===== config.mk =====
export PLATFORM = sky130hd
export DESIGN_NAME = button_press_classifier_core
export DESIGN_NICKNAME = d
export VERILOG_FILES = /design/src/sv/bpc_pkg.sv /design/src/sv/bpc_step.sv /design/src/sv/button_press_classifier_core.sv
export VERILOG_INCLUDE_DIRS = /design/src /design/src/sv
export SDC_FILE = /design/constraint.sdc
export NUM_CORES = 1
export LEC_CHECK = 0
export ABC_AREA = 1
export BUFFER_PORTS_ARGS = -buffer_cell sky130_fd_sc_hd__clkbuf_2
export CORE_MARGIN = 1
export CORE_UTILIZATION = 61
export CTS_CLUSTER_DIAMETER = 100
export DETAILED_ROUTE_END_ITERATION = 10
export PLACE_DENSITY = 0.77
export REMOVE_ABC_BUFFERS = 1
export SLEW_MARGIN = 10
export SYNTH_ARGS = -nofsm -noshare
export SYNTH_HDL_FRONTEND = slang
export SYNTH_SLANG_ARGS = --single-unit

===== constraint.sdc =====
create_clock -name clk -period 3.65 [get_ports clk]
set_clock_uncertainty 0.15 [all_clocks]
set_input_delay 0.1825 -clock clk [delete_from_list [all_inputs] [get_ports clk]]
set_output_delay 0.1825 -clock clk [all_outputs]
set_load 0.005 [all_outputs]

===== src/sv/button_press_classifier_core_macros.svh =====
// Assertion macros for the button press classifier.
// Used by button_press_classifier_core; expects clk and rst_n in scope.
`ifndef BUTTON_PRESS_CLASSIFIER_CORE_MACROS_SVH
`define BUTTON_PRESS_CLASSIFIER_CORE_MACROS_SVH

// Condition that must hold at every clock edge out of reset
`define BPC_ASSERT_ALWAYS(label, cond, msg) \
    label: assert property (@(posedge clk) disable iff (!rst_n) (cond)) \
        else $error(msg);

// Antecedent in one cycle implies consequent in the next
`define BPC_ASSERT_NEXT(label, ante, cons, msg) \
    label: assert property (@(posedge clk) disable iff (!rst_n) (ante) |=> (cons)) \
        else $error(msg);

`endif


===== src/sv/bpc_pkg.sv =====
// Shared types and constants for the button press classifier.
// No dependencies; imported by bpc_step and button_press_classifier_core.
`timescale 1ns / 1ps

package bpc_pkg;

    localparam int CHECK_W    = 8;
    localparam int DELAY_W    = 16;
    localparam int CFG_IDX_W  = 3;
    localparam int CFG_DATA_W = 16;
    localparam int IN_TDATA_W = 8;
    localparam int OUT_TDATA_W = 8;

    localparam logic [CHECK_W-1:0] CHECK_MAX = {CHECK_W{1'b1}};
    localparam logic [DELAY_W-1:0] DELAY_MAX = {DELAY_W{1'b1}};

    // Reset values of the configuration registers
    localparam logic [CHECK_W-1:0] PRESS_CHECKS_RST   = 8'd5;
    localparam logic [CHECK_W-1:0] RELEASE_CHECKS_RST = 8'd5;
    localparam logic [DELAY_W-1:0] SHORT_DELAY_RST    = 16'd50;
    localparam logic [DELAY_W-1:0] LONG_DELAY_RST     = 16'd300;
    localparam logic [DELAY_W-1:0] HOLD_DELAY_RST     = 16'd1000;

    // Configuration register indexes
    typedef enum logic [CFG_IDX_W-1:0] {
        REG_PRESS_CHECKS   = 3'd0,
        REG_RELEASE_CHECKS = 3'd1,
        REG_SHORT_DELAY    = 3'd2,
        REG_LONG_DELAY     = 3'd3,
        REG_HOLD_DELAY     = 3'd4
    } cfg_index_t;

    typedef struct packed {
        logic [CHECK_W-1:0] press_checks;
        logic [CHECK_W-1:0] release_checks;
        logic [DELAY_W-1:0] short_delay;
        logic [DELAY_W-1:0] long_delay;
        logic [DELAY_W-1:0] hold_delay;
    } bpc_cfg_t;

    typedef struct packed {
        logic               pressed_mode;
        logic [CHECK_W-1:0] sample_count;
        logic [DELAY_W-1:0] held_ticks;
        logic               short_mark;
        logic               long_mark;
        logic               hold_mark;
    } bpc_state_t;

    // Field order matches the output tdata, lowest bit last here
    typedef struct packed {
        logic hold_active;
        logic hold_release_event;
        logic long_press_event;
        logic short_press_event;
        logic fast_press_event;
    } bpc_result_t;

    localparam int RESULT_W = $bits(bpc_result_t);

endpackage


===== src/sv/bpc_step.sv =====
// Per-item update of the debounce and press-length classifier.
// Pure combinational; uses types from bpc_pkg.
`timescale 1ns / 1ps

module bpc_step
    import bpc_pkg::*;
(
    input  bpc_cfg_t    cfg,
    input  bpc_state_t  state_cur,
    input  logic        button_level,
    output bpc_state_t  state_next,
    output bpc_result_t result
);

    logic [CHECK_W-1:0] count_inc;
    logic [DELAY_W-1:0] held_inc;

    // Saturating counters
    assign count_inc = (state_cur.sample_count == CHECK_MAX) ?
                       CHECK_MAX : state_cur.sample_count + 1'b1;
    assign held_inc  = (state_cur.held_ticks == DELAY_MAX) ?
                       DELAY_MAX : state_cur.held_ticks + 1'b1;

    always_comb
    begin
        state_next = state_cur;
        result     = '0;

        if (!state_cur.pressed_mode)
        begin
            // Waiting for a press: count consecutive low samples
            if (button_level)
            begin
                state_next.sample_count = '0;
            end
            else if (count_inc >= cfg.press_checks)
            begin
                result.fast_press_event = 1'b1;
                state_next.sample_count = '0;
                state_next.held_ticks   = '0;
                state_next.pressed_mode = 1'b1;
            end
            else
            begin
                state_next.sample_count = count_inc;
            end
        end
        else if (!button_level)
        begin
            // Held: advance duration, compares applied in fixed order
            state_next.sample_count = '0;
            state_next.held_ticks   = held_inc;
            if (held_inc > cfg.short_delay)
            begin
                state_next.short_mark = 1'b1;
            end
            if (held_inc > cfg.long_delay)
            begin
                state_next.short_mark = 1'b0;
                state_next.long_mark  = 1'b1;
            end
            if (held_inc > cfg.hold_delay)
            begin
                state_next.long_mark = 1'b0;
                state_next.hold_mark = 1'b1;
            end
        end
        else if (count_inc >= cfg.release_checks)
        begin
            // Release confirmed: report the marks, then clear everything
            result.short_press_event  = state_cur.short_mark;
            result.long_press_event   = state_cur.long_mark;
            result.hold_release_event = state_cur.hold_mark;
            state_next = '0;
        end
        else
        begin
            state_next.sample_count = count_inc;
        end

        result.hold_active = state_next.hold_mark;
    end

endmodule


===== src/sv/button_press_classifier_core.sv =====
// Top level of the button press classifier: config registers, state, output skid.
// Depends on bpc_pkg, bpc_step and button_press_classifier_core_macros.svh.
`timescale 1ns / 1ps
`include "button_press_classifier_core_macros.svh"

// Usage:
//   s_axis carries one sampled button level per item (tdata bit 0, 0 = pressed).
//   m_axis returns exactly one result item for each input item, in order.
//   cfg writes one register per handshake (index 0..4: press_checks,
//   release_checks, short_delay, long_delay, hold_delay); other indexes are
//   ignored. cfg_ready is always high. Write only while the block is idle.
// Timing:
//   The result of an accepted item is loaded into the result register, or into
//   the skid register while m_axis holds a waiting result. Throughput is one item
//   per cycle while s_axis_tready is high.
// Stall:
//   A two-entry output stage (result register plus skid register) lets one
//   more item in while a result waits; s_axis_tready drops only once the
//   skid register is full, and returns as soon as m_axis takes a result.
// Reset:
//   rst_n clears the classifier state, empties the output stage and loads the
//   register defaults (5, 5, 50, 300, 1000).

module button_press_classifier_core
    import bpc_pkg::*;
(
    input  logic                   clk,
    input  logic                   rst_n,
    // Input stream
    input  logic                   s_axis_tvalid,
    output logic                   s_axis_tready,
    input  logic [IN_TDATA_W-1:0]  s_axis_tdata,   // [0] button_level, [7:1] zero
    // Result stream
    output logic                   m_axis_tvalid,
    input  logic                   m_axis_tready,
    output logic [OUT_TDATA_W-1:0] m_axis_tdata,   // [0] fast_press_event,
                                                   // [1] short_press_event,
                                                   // [2] long_press_event,
                                                   // [3] hold_release_event,
                                                   // [4] hold_active, [7:5] zero
    // Configuration write channel
    input  logic                   cfg_valid,
    output logic                   cfg_ready,
    input  logic [CFG_IDX_W-1:0]   cfg_index,
    input  logic [CFG_DATA_W-1:0]  cfg_data
);

    bpc_cfg_t    cfg_reg;
    bpc_state_t  state_reg;
    bpc_state_t  state_next;
    bpc_result_t step_result;
    bpc_result_t out_reg;
    bpc_result_t skid_reg;
    logic        out_valid_reg;
    logic        skid_valid_reg;
    logic        s_fire;
    logic        out_free;

    assign cfg_ready     = 1'b1;
    assign s_axis_tready = !skid_valid_reg;
    assign s_fire        = s_axis_tvalid && s_axis_tready;
    assign out_free      = !out_valid_reg || m_axis_tready;

    // Configuration registers
    always_ff @(posedge clk or negedge rst_n)
    begin
        if (!rst_n)
        begin
            cfg_reg.press_checks   <= PRESS_CHECKS_RST;
            cfg_reg.release_checks <= RELEASE_CHECKS_RST;
            cfg_reg.short_delay    <= SHORT_DELAY_RST;
            cfg_reg.long_delay     <= LONG_DELAY_RST;
            cfg_reg.hold_delay     <= HOLD_DELAY_RST;
        end
        else if (cfg_valid && cfg_ready)
        begin
            unique case (cfg_index)
                REG_PRESS_CHECKS:   cfg_reg.press_checks   <= cfg_data[CHECK_W-1:0];
                REG_RELEASE_CHECKS: cfg_reg.release_checks <= cfg_data[CHECK_W-1:0];
                REG_SHORT_DELAY:    cfg_reg.short_delay    <= cfg_data[DELAY_W-1:0];
                REG_LONG_DELAY:     cfg_reg.long_delay     <= cfg_data[DELAY_W-1:0];
                REG_HOLD_DELAY:     cfg_reg.hold_delay     <= cfg_data[DELAY_W-1:0];
                default:            ;
            endcase
        end
    end

    // Per-item classifier update
    bpc_step u_step (
        .cfg          (cfg_reg),
        .state_cur    (state_reg),
        .button_level (s_axis_tdata[0]),
        .state_next   (state_next),
        .result       (step_result)
    );

    // Classifier state advances once per accepted item
    always_ff @(posedge clk or negedge rst_n)
    begin
        if (!rst_n)
        begin
            state_reg <= '0;
        end
        else if (s_fire)
        begin
            state_reg <= state_next;
        end
    end

    // Output stage: result register backed by a skid register
    always_ff @(posedge clk or negedge rst_n)
    begin
        if (!rst_n)
        begin
            out_valid_reg  <= 1'b0;
            skid_valid_reg <= 1'b0;
        end
        else if (out_free)
        begin
            if (skid_valid_reg)
            begin
                out_valid_reg  <= 1'b1;
                skid_valid_reg <= 1'b0;
            end
            else
            begin
                out_valid_reg <= s_fire;
            end
        end
        else if (s_fire)
        begin
            skid_valid_reg <= 1'b1;
        end
    end

    // Payload registers, no reset needed
    always_ff @(posedge clk)
    begin
        if (out_free)
        begin
            if (skid_valid_reg)
            begin
                out_reg <= skid_reg;
            end
            else if (s_fire)
            begin
                out_reg <= step_result;
            end
        end
        else if (s_fire)
        begin
            skid_reg <= step_result;
        end
    end

    assign m_axis_tvalid = out_valid_reg;
    assign m_axis_tdata  = {{(OUT_TDATA_W-RESULT_W){1'b0}}, out_reg};

    // Checks on the output stage and the classifier state
    `BPC_ASSERT_ALWAYS(a_skid_needs_out, !skid_valid_reg || out_valid_reg,
        "skid register full while result register empty")
    `BPC_ASSERT_ALWAYS(a_held_only_pressed, state_reg.pressed_mode || state_reg.held_ticks == '0,
        "hold duration nonzero while waiting for a press")
    `BPC_ASSERT_NEXT(a_fast_enters_pressed, s_fire && step_result.fast_press_event,
        state_reg.pressed_mode, "confirmed press did not enter pressed mode")
    `BPC_ASSERT_NEXT(a_release_clears,
        s_fire && state_reg.pressed_mode && !state_next.pressed_mode,
        !state_reg.short_mark && !state_reg.long_mark && !state_reg.hold_mark,
        "marks not cleared after confirmed release")

endmodule

==> results by group, run 1 <==
Status
  • Status: finished, final reports clean

CTS
  • Total clock sinks: 104
  • Clock transition at path regs: 0.10 ns
  • CTS tree: done
  • Clock root buffer: clkbuf_8
  • Worst skew pair latency: approximately 0.38 ns
  • CTS Buf Count: 9
  • Max Root-Sink Buffers: 2
  • CTS H-Tree Depth: 3

Floorplan
  • Die ar.: 10700 sq um
  • Top-Level Pins: 43
  • Initial Util: 63.7%
  • Core area: 9860 sq um
  • Die Width: a little over 100 um
  • FP Rows: 36
  • Chip height: 104 um

GRT
  • Vias in the first global route: 5080
  • Initial antenna violation count: 0
  • First-pass GRT wire length: 23.5 mm
  • Tot GR Track Use: 27.5%
  • Total grt overflow: 0
  • Largest net degree at the start of global routing: 80

Detailed routing
  • Post-route DRC: 0
  • DR iter-0 viols: 435
  • Routed len/inst: 14.5 um
  • Via-per-instance ratio: approximately 5.4
  • Remaining antenna violation count after routing: 0
  • Total Routed Length: 14.2 mm
  • DRT Pass-1 Iters: 5
  • Via count: between 5k and 6k

Yosys
  • Adder-Cell Fraction of Synth Area: 12.5%
  • Most area-consuming cells after synthesis: dfrtp_1 (31%), ha_1 (13%), nand2_1 (11%)
  • Synth area leader: dfrtp_1
  • Main combinational cell family by area after synthesis: simple AND/OR/NAND/NOR gates
  • Post-synthesis cell area: 6290 sq um
  • Library cells used by synthesis: 41
  • Main synth FF type: dfrtp_1
  • Post-synthesis compound-gate area fraction: 12.5%
  • Post-synthesis async set-or-reset flop share: 90.4%
  • Yosys warns: 0
  • Post-Synth Simple-Gate Area: 22.3%
  • Top cell type's share of synthesized area: a little under a third
  • Mux contribution to synthesized area: 0%
  • XOR/XNOR share of the synthesized area: 0%
  • #FFs+latches synth: between 100 and 150
  • EDFF count, synth: 10
  • Avg Cell Area, Syn: 7.94 sq um
  • Sequential area share after synthesis: 42.5%
  • Mapped Cells: 792

Finish
  • Antenna fix cells: 0
  • Area grow syn2layout: 12.0%
  • Commonest non-fill, non-tap cell in the layout: nand2_1
  • Commonest non-fill, non-tap cells in the layout: nand2_1 (185), inv_1 (137), o21ai_0 (90), dfrtp_1 (77), ha_1 (63)
  • Number of flip-flops in the largest register: 64
  • Final instance area: between 7000 and 8000 sq um
  • Share of layout cells above drive strength 1: 13.0%
  • Final-stage net count: 938
  • Finished Layout Cells: 981

STA
  • Final setup margin: 0.217 ns
  • Final hold viol count: 0
  • Fin Hold WS: 0.0173 ns
  • Fmax: about 290 MHz
  • Count of pins over their slew limit: 0
  • Final setup violation count: 0
  • Max-slew headroom: between 20% and 30%
  • Tmin final: 3.43 ns
  • Worst-margin pin slew: about 1.2 ns
  • Final period util: 94.1%

Placement
  • Placed cells: 942
  • Worst slack at placement: -0.196 ns
  • Routability-driven placement congestion ratio: 0.859
  • IO Port Bufs: 31
  • Post-DP Area: 6550 sq um
  • HPWL Detailed: 10.2 mm

Pwr
  • Pwr/cell area: 542 nW/um^2
  • Leakage: 3.75 nW
  • Worst vdd ir: 318 uV

Hold path
  • Hold Path Class: in -> reg

Critical path
  • CP arrival: 3.62 ns
  • Worst-path maximum fanout: 10
  • CP endpoint kind: flip-flop
  • Worst path required time: 3.83 ns
  • Crit path launch type: flip-flop
  • Critical path class: reg -> reg
  • Slack of the worst reg-to-reg path: 0.22 ns

Job
  • Max-Cap Viols: 0
==> cells in the mapped netlist (4+ instances only) <==
cell type  count
a21oi_1       37
buf_4          4
clkbuf_1      12
dfrtp_1       77
dfstp_2       17
edfxtp_1      10
ha_1          63
inv_1        137
nand2_1      185
nand2_2        4
nand3_1       37
nand3_2        5
nand4_1        9
nor2_1        48
nor2_2         4
nor3b_1        5
o21ai_0       90
o21ai_1        4
o22ai_1        4
==> path summary, 6_finish.rpt <==
kind                                      startpoint                   endpoint  cells after the start
min in group asynchronous                      rst_n  state_reg[11]$_DFFE_PN0P_                      2
min                                      cfg_data[7]     cfg_reg[7]$_DFFE_PN1P_                      3
max in group asynchronous                      rst_n    cfg_reg[58]$_DFFE_PN1P_                      3
max                        state_reg[19]$_DFFE_PN0P_   state_reg[4]$_DFFE_PN0P_                     20
min reg2reg                  cfg_reg[32]$_DFFE_PN0P_    cfg_reg[32]$_DFFE_PN0P_                      2
max reg2reg                state_reg[19]$_DFFE_PN0P_   state_reg[4]$_DFFE_PN0P_                     20
==> stage by stage <==
stage | util, % | total power, mW | TNS (ns)
floorplan | - | 2.52 | 0
global placement | 66.4 | 2.83 | 0
detailed placement | 66.4 | 2.93 | -1.86
CTS | 70.5 | 3.74 | 0
global route | 71.4 | 4.10 | -0.117
finish | 71.4 | 3.82 | 0
==> worst max-delay path, cell delays in order, from the launching register on <==
cell and delay (ns):
dfrtp_1 0.39, ha_1 0.18, nand2_1 0.07, nor2_1 0.09, inv_1 0.06, nor2_1 0.08, inv_1 0.06, nor2_2 0.15
nand2_1 0.16, o22ai_2 0.22, ha_1 0.31, a21oi_1 0.16, nor2_1 0.05, a211oi_1 0.33, nand4_1 0.21, o21ai_2 0.10
buf_4 0.19, nor2_4 0.09, inv_2 0.17, nand2_1 0.08, nand2_1 0.07
==> timing repair <==
| item | in CTS | in global routing |
|---|---|---|
| hold endpoints to repair | 115 | 0 |
| setup endpoints to repair | 13 | 29 |
| hold buffers | 19 | 0 |
| gates resized for setup | 1 | 12 |
| buffers inserted | 0 | 2 |
| gates cloned | 0 | 2 |
| pin swaps | 0 | 4 |
==> power by group <==
part / switching [mW] / internal [mW] / total (mW) / leakage, nW
sequential: 0.145 / 1.41 / 1.56 / 1.27
combinational: 0.927 / 0.538 / 1.46 / 2.38
clock: 0.408 / 0.386 / 0.794 / 0.107
==> logic make-up (layout without fill, tap and decap cells) <==
| group | after synthesis | after routing |
|---|---|---|
| adder cells (fa/ha/maj) | 63 | 63 |
| AO/OA/AOI/OAI | 148 | 148 |
| buffers and inverters | 160 | 212 |
| flip-flops | 104 | 104 |
| other | 2 | 4 |
| AND/OR/NAND/NOR | 315 | 317 |
==> per-layer routing <==
| metal | up-vias | GRT usage [%] | part of all wire, % |
|---|---|---|---|
| met5 | - | 0 | 0 |
| met4 | 0 | 9.94 | 2.3 |
| met3 | 37 | 4.85 | 5.3 |
| met2 | 154 | 43.5 | 47 |
| met1 | 2486 | 38.2 | 46 |
| li1 | 2642 | - | - |
==> final cells by class <==
class | instances | area, sq um
Timing Repair Buffer | 56 | 393
Tap cell | 133 | 166
Multi-Input combinational cell | 532 | 3060
Inverter | 140 | 526
Sequential cell | 104 | 2670
Clock buffer | 9 | 124
Clock inverter | 7 | 93.8
Fill cell | 796 | 2830
(Power assumes the default switching activity.)
==> run 2: changes to the inputs <==
- ABC_AREA: 1 -> 0
==> results by group, run 2 <==
Critical path
  • CP arrival: approximately 3.6 ns
  • Worst path required time: 3.77 ns
  • Cell Chain, Critical Path: ha_1 > nand3_1 > and2b_2 > and4_1 > nor2_1 > a21oi_2 > ha_1 > nand4_1 > or2_4 > or3_4 > a211oi_1 > a2111oi_2 > o21a_1
  • Largest delay share family, worst path: simple AND/OR/NAND/NOR gates
  • Crit path launch type: flip-flop
  • CP max stage delay: 0.44 ns
  • Slack of the worst reg-to-reg path: 0.13 ns
  • Most common cell on crit path: ha_1
  • CP endpoint kind: flip-flop
  • Critical path class: reg -> reg
  • Worst-path maximum fanout: 5
  • Worst path slowest cell: dfrtp_1
  • Crit path buf inv count: 0

Finish
  • Area grow syn2layout: 12.7%
  • Commonest non-fill, non-tap cell in the layout: nand2_1
  • Sequential cell area: 2670 sq um
  • Final core occ: 72.0%
  • Number of flip-flops in the largest register: 64
  • Commonest non-fill, non-tap cells in the layout: nand2_1 (94), dfrtp_1 (77), inv_1 (70), o21ai_0 (65), ha_1 (63)
  • Final-stage net count: 827
  • Area of the multi-input gates: 3300 sq um
  • Share of layout cells above drive strength 1: between 10% and 20%
  • Fill cell count: 783
  • Antenna fix cells: 0

Floorplan
  • Initial Util: 63.9%
  • Die ar.: 10800 sq um
  • Core area: between 9000 and 10000 sq um
  • FP Rows: 36
  • Die Width: 104 um
  • Chip height: around 100 um
  • Top-Level Pins: 43

STA
  • Final setup margin: approximately 0.13 ns
  • Tmin final: 3.52 ns
  • Fin Hold WS: 0.0847 ns
  • Final period util: a little over nine tenths
  • Fmax: between 200 and 300 MHz
  • Final setup violation count: 0
  • Final hold viol count: 0
  • Max-slew headroom: 35.4%
  • Worst-margin pin slew: between 0.9 and 1 ns
  • Count of pins over their slew limit: 0

GRT
  • Largest net degree at the start of global routing: 50
  • Vias in the first global route: 5151
  • Tot GR Track Use: about 29%
  • Initial antenna violation count: 0
  • First-pass GRT wire length: approximately 25 mm
  • Total grt overflow: 0

Placement
  • Routability-driven placement congestion ratio: roughly 0.93
  • Worst slack at placement: -0.00594 ns
  • HPWL Detailed: about 11 mm
  • IO Port Bufs: 31

Yosys
  • Top cell type's share of synthesized area: between 30% and 40%
  • #FFs+latches synth: approximately 100
  • Post-synthesis cell area: about 6300 sq um
  • Sequential area share after synthesis: 42.2%
  • Count leader, synth: nand2_1
  • Avg Cell Area, Syn: 9.40 sq um
  • Post-synthesis async set-or-reset flop share: between 90% and 100%
  • Most area-consuming cells after synthesis: dfrtp_1 (30%), ha_1 (12%), dfstp_2 (7.1%)
  • Synth area leader: dfrtp_1
  • EDFF count, synth: 10
  • Library cells used by synthesis: 69
  • Mapped Cells: 674
  • Yosys warns: 0
  • Main synth FF type: dfrtp_1
  • Top cells by count, synth: nand2_1 (95), dfrtp_1 (77), inv_1 (70)

Pwr
  • Leakage: 3.36 nW
  • Worst vdd ir: 329 uV
  • Pwr/cell area: 466 nW/um^2

Detailed routing
  • Total Routed Length: ~15 mm
  • Post-route DRC: 0
  • Via count: 5209
  • Via-per-instance ratio: 5.99
  • DR iter-0 viols: just over 400
  • Remaining antenna violation count after routing: 0
  • DRT Pass-1 Iters: 5
  • Routed len/inst: 17.1 um

CTS
  • CTS Buf Count: 9
  • CTS H-Tree Depth: 3
  • Max Root-Sink Buffers: 2
  • Worst skew pair latency: 0.37 ns
  • Clock transition at path regs: 0.10 ns
  • Total clock sinks: roughly 100
  • Clock root buffer: clkbuf_8
  • CTS tree: done

Hold path
  • Hold Path Class: in -> async

Job
  • Max-Cap Viols: 0

Status
  • Status: finished, final reports clean
-- run 2: changes by cell type after synthesis, sizes merged, moves of 7 or more --
cell,before,now
xnor2,0,7
nor2,55,30
inv,140,70
a21oi,39,30
o21ai,97,69
a31oi,0,7
a22o,0,14
nand3,42,18
mux2,0,23
nand2,191,96
a211oi,1,11
-- run 2: power breakdown --
group	switching, mW	internal, mW
clock network	0.401	0.381
registers	0.101	1.38
logic	0.628	0.432
-- run 2: stage by stage --
step | setup TNS (ns) | power [mW] | cell area, sq um | instances
2_1_floorplan | 0 | 2.18 | 6200 | 650
3_3_place_gp | 0 | 2.44 | 6670 | 831
3_5_place_dp | -0.00594 | 2.51 | 6670 | 831
4_1_cts | 0 | 3.31 | 7090 | 867
5_1_grt | -0.0733 | 3.54 | 7140 | 870
6_report | 0 | 3.32 | 7140 | 870
-- run 2: layout make-up --
class,count,area share [%]
Clock inverter,7,1.21
Inverter,70,3.68
Sequential cell,104,37.5
Timing Repair Buffer,71,7.29
Tap cell,133,2.33
Multi-Input combinational cell,476,46.3
Clock buffer,9,1.74
-- run 2: worst reg2reg max path, stage by stage, from the launching register on --
cell and delay, ns:
dfrtp_1 0.44, ha_1 0.24, nand3_1 0.11, and2b_2 0.27
and4_1 0.23, nor2_1 0.13, a21oi_2 0.08, ha_1 0.30
nand4_1 0.17, or2_4 0.32, or3_4 0.40, a211oi_1 0.30
a2111oi_2 0.10, o21a_1 0.19
-- run 2: cell families (layout without fill, tap and decap cells) --
group	after synthesis	count (layout)	share of synthesized area, %
AOI/OAI and AO/OA	175	175	17.5
xor gates and xnor gates	11	11	1.52
muxes	24	24	4.25
other	2	4	0.119
buffers and inverters	96	157	6.32
adders and majority gates	63	63	12.4
and+or+nand+nor	199	199	15.6
DFF	104	104	42.2
-- run 2: what timing repair did --
action | 4_1_cts | 5_1_grt
buffers inserted | 0 | 3
resized for setup | 1 | 11
endpoints found under the hold margin | 107 | 0
setup endpoints to repair | 3 | 32
pin swaps | 0 | 2
hold buffers | 20 | 0
-- run 2: routing by layer --
layer	routed length (um)	vias up	GRT usage [%]
met1	6790	2527	38.9
met2	7040	160	47.6
met3	688	40	3.70
li1	-	2482	-
met4	388	0	11.9
met5	0	-	0
-- run 2: worst paths after layout --
kind / to / from / cells after the start
max: state_reg[1]$_DFFE_PN0P_ / state_reg[3]$_DFFE_PN0P_ / 13
min: cfg_reg[31]$_DFFE_PN0P_ / rst_n / 2
max reg2reg: state_reg[1]$_DFFE_PN0P_ / state_reg[3]$_DFFE_PN0P_ / 13
min reg2reg: state_reg[1]$_DFFE_PN0P_ / state_reg[1]$_DFFE_PN0P_ / 1
max in group asynchronous: cfg_reg[34]$_DFFE_PN0P_ / rst_n / 3
min in group clk: state_reg[11]$_DFFE_PN0P_ / s_axis_tdata[0] / 4
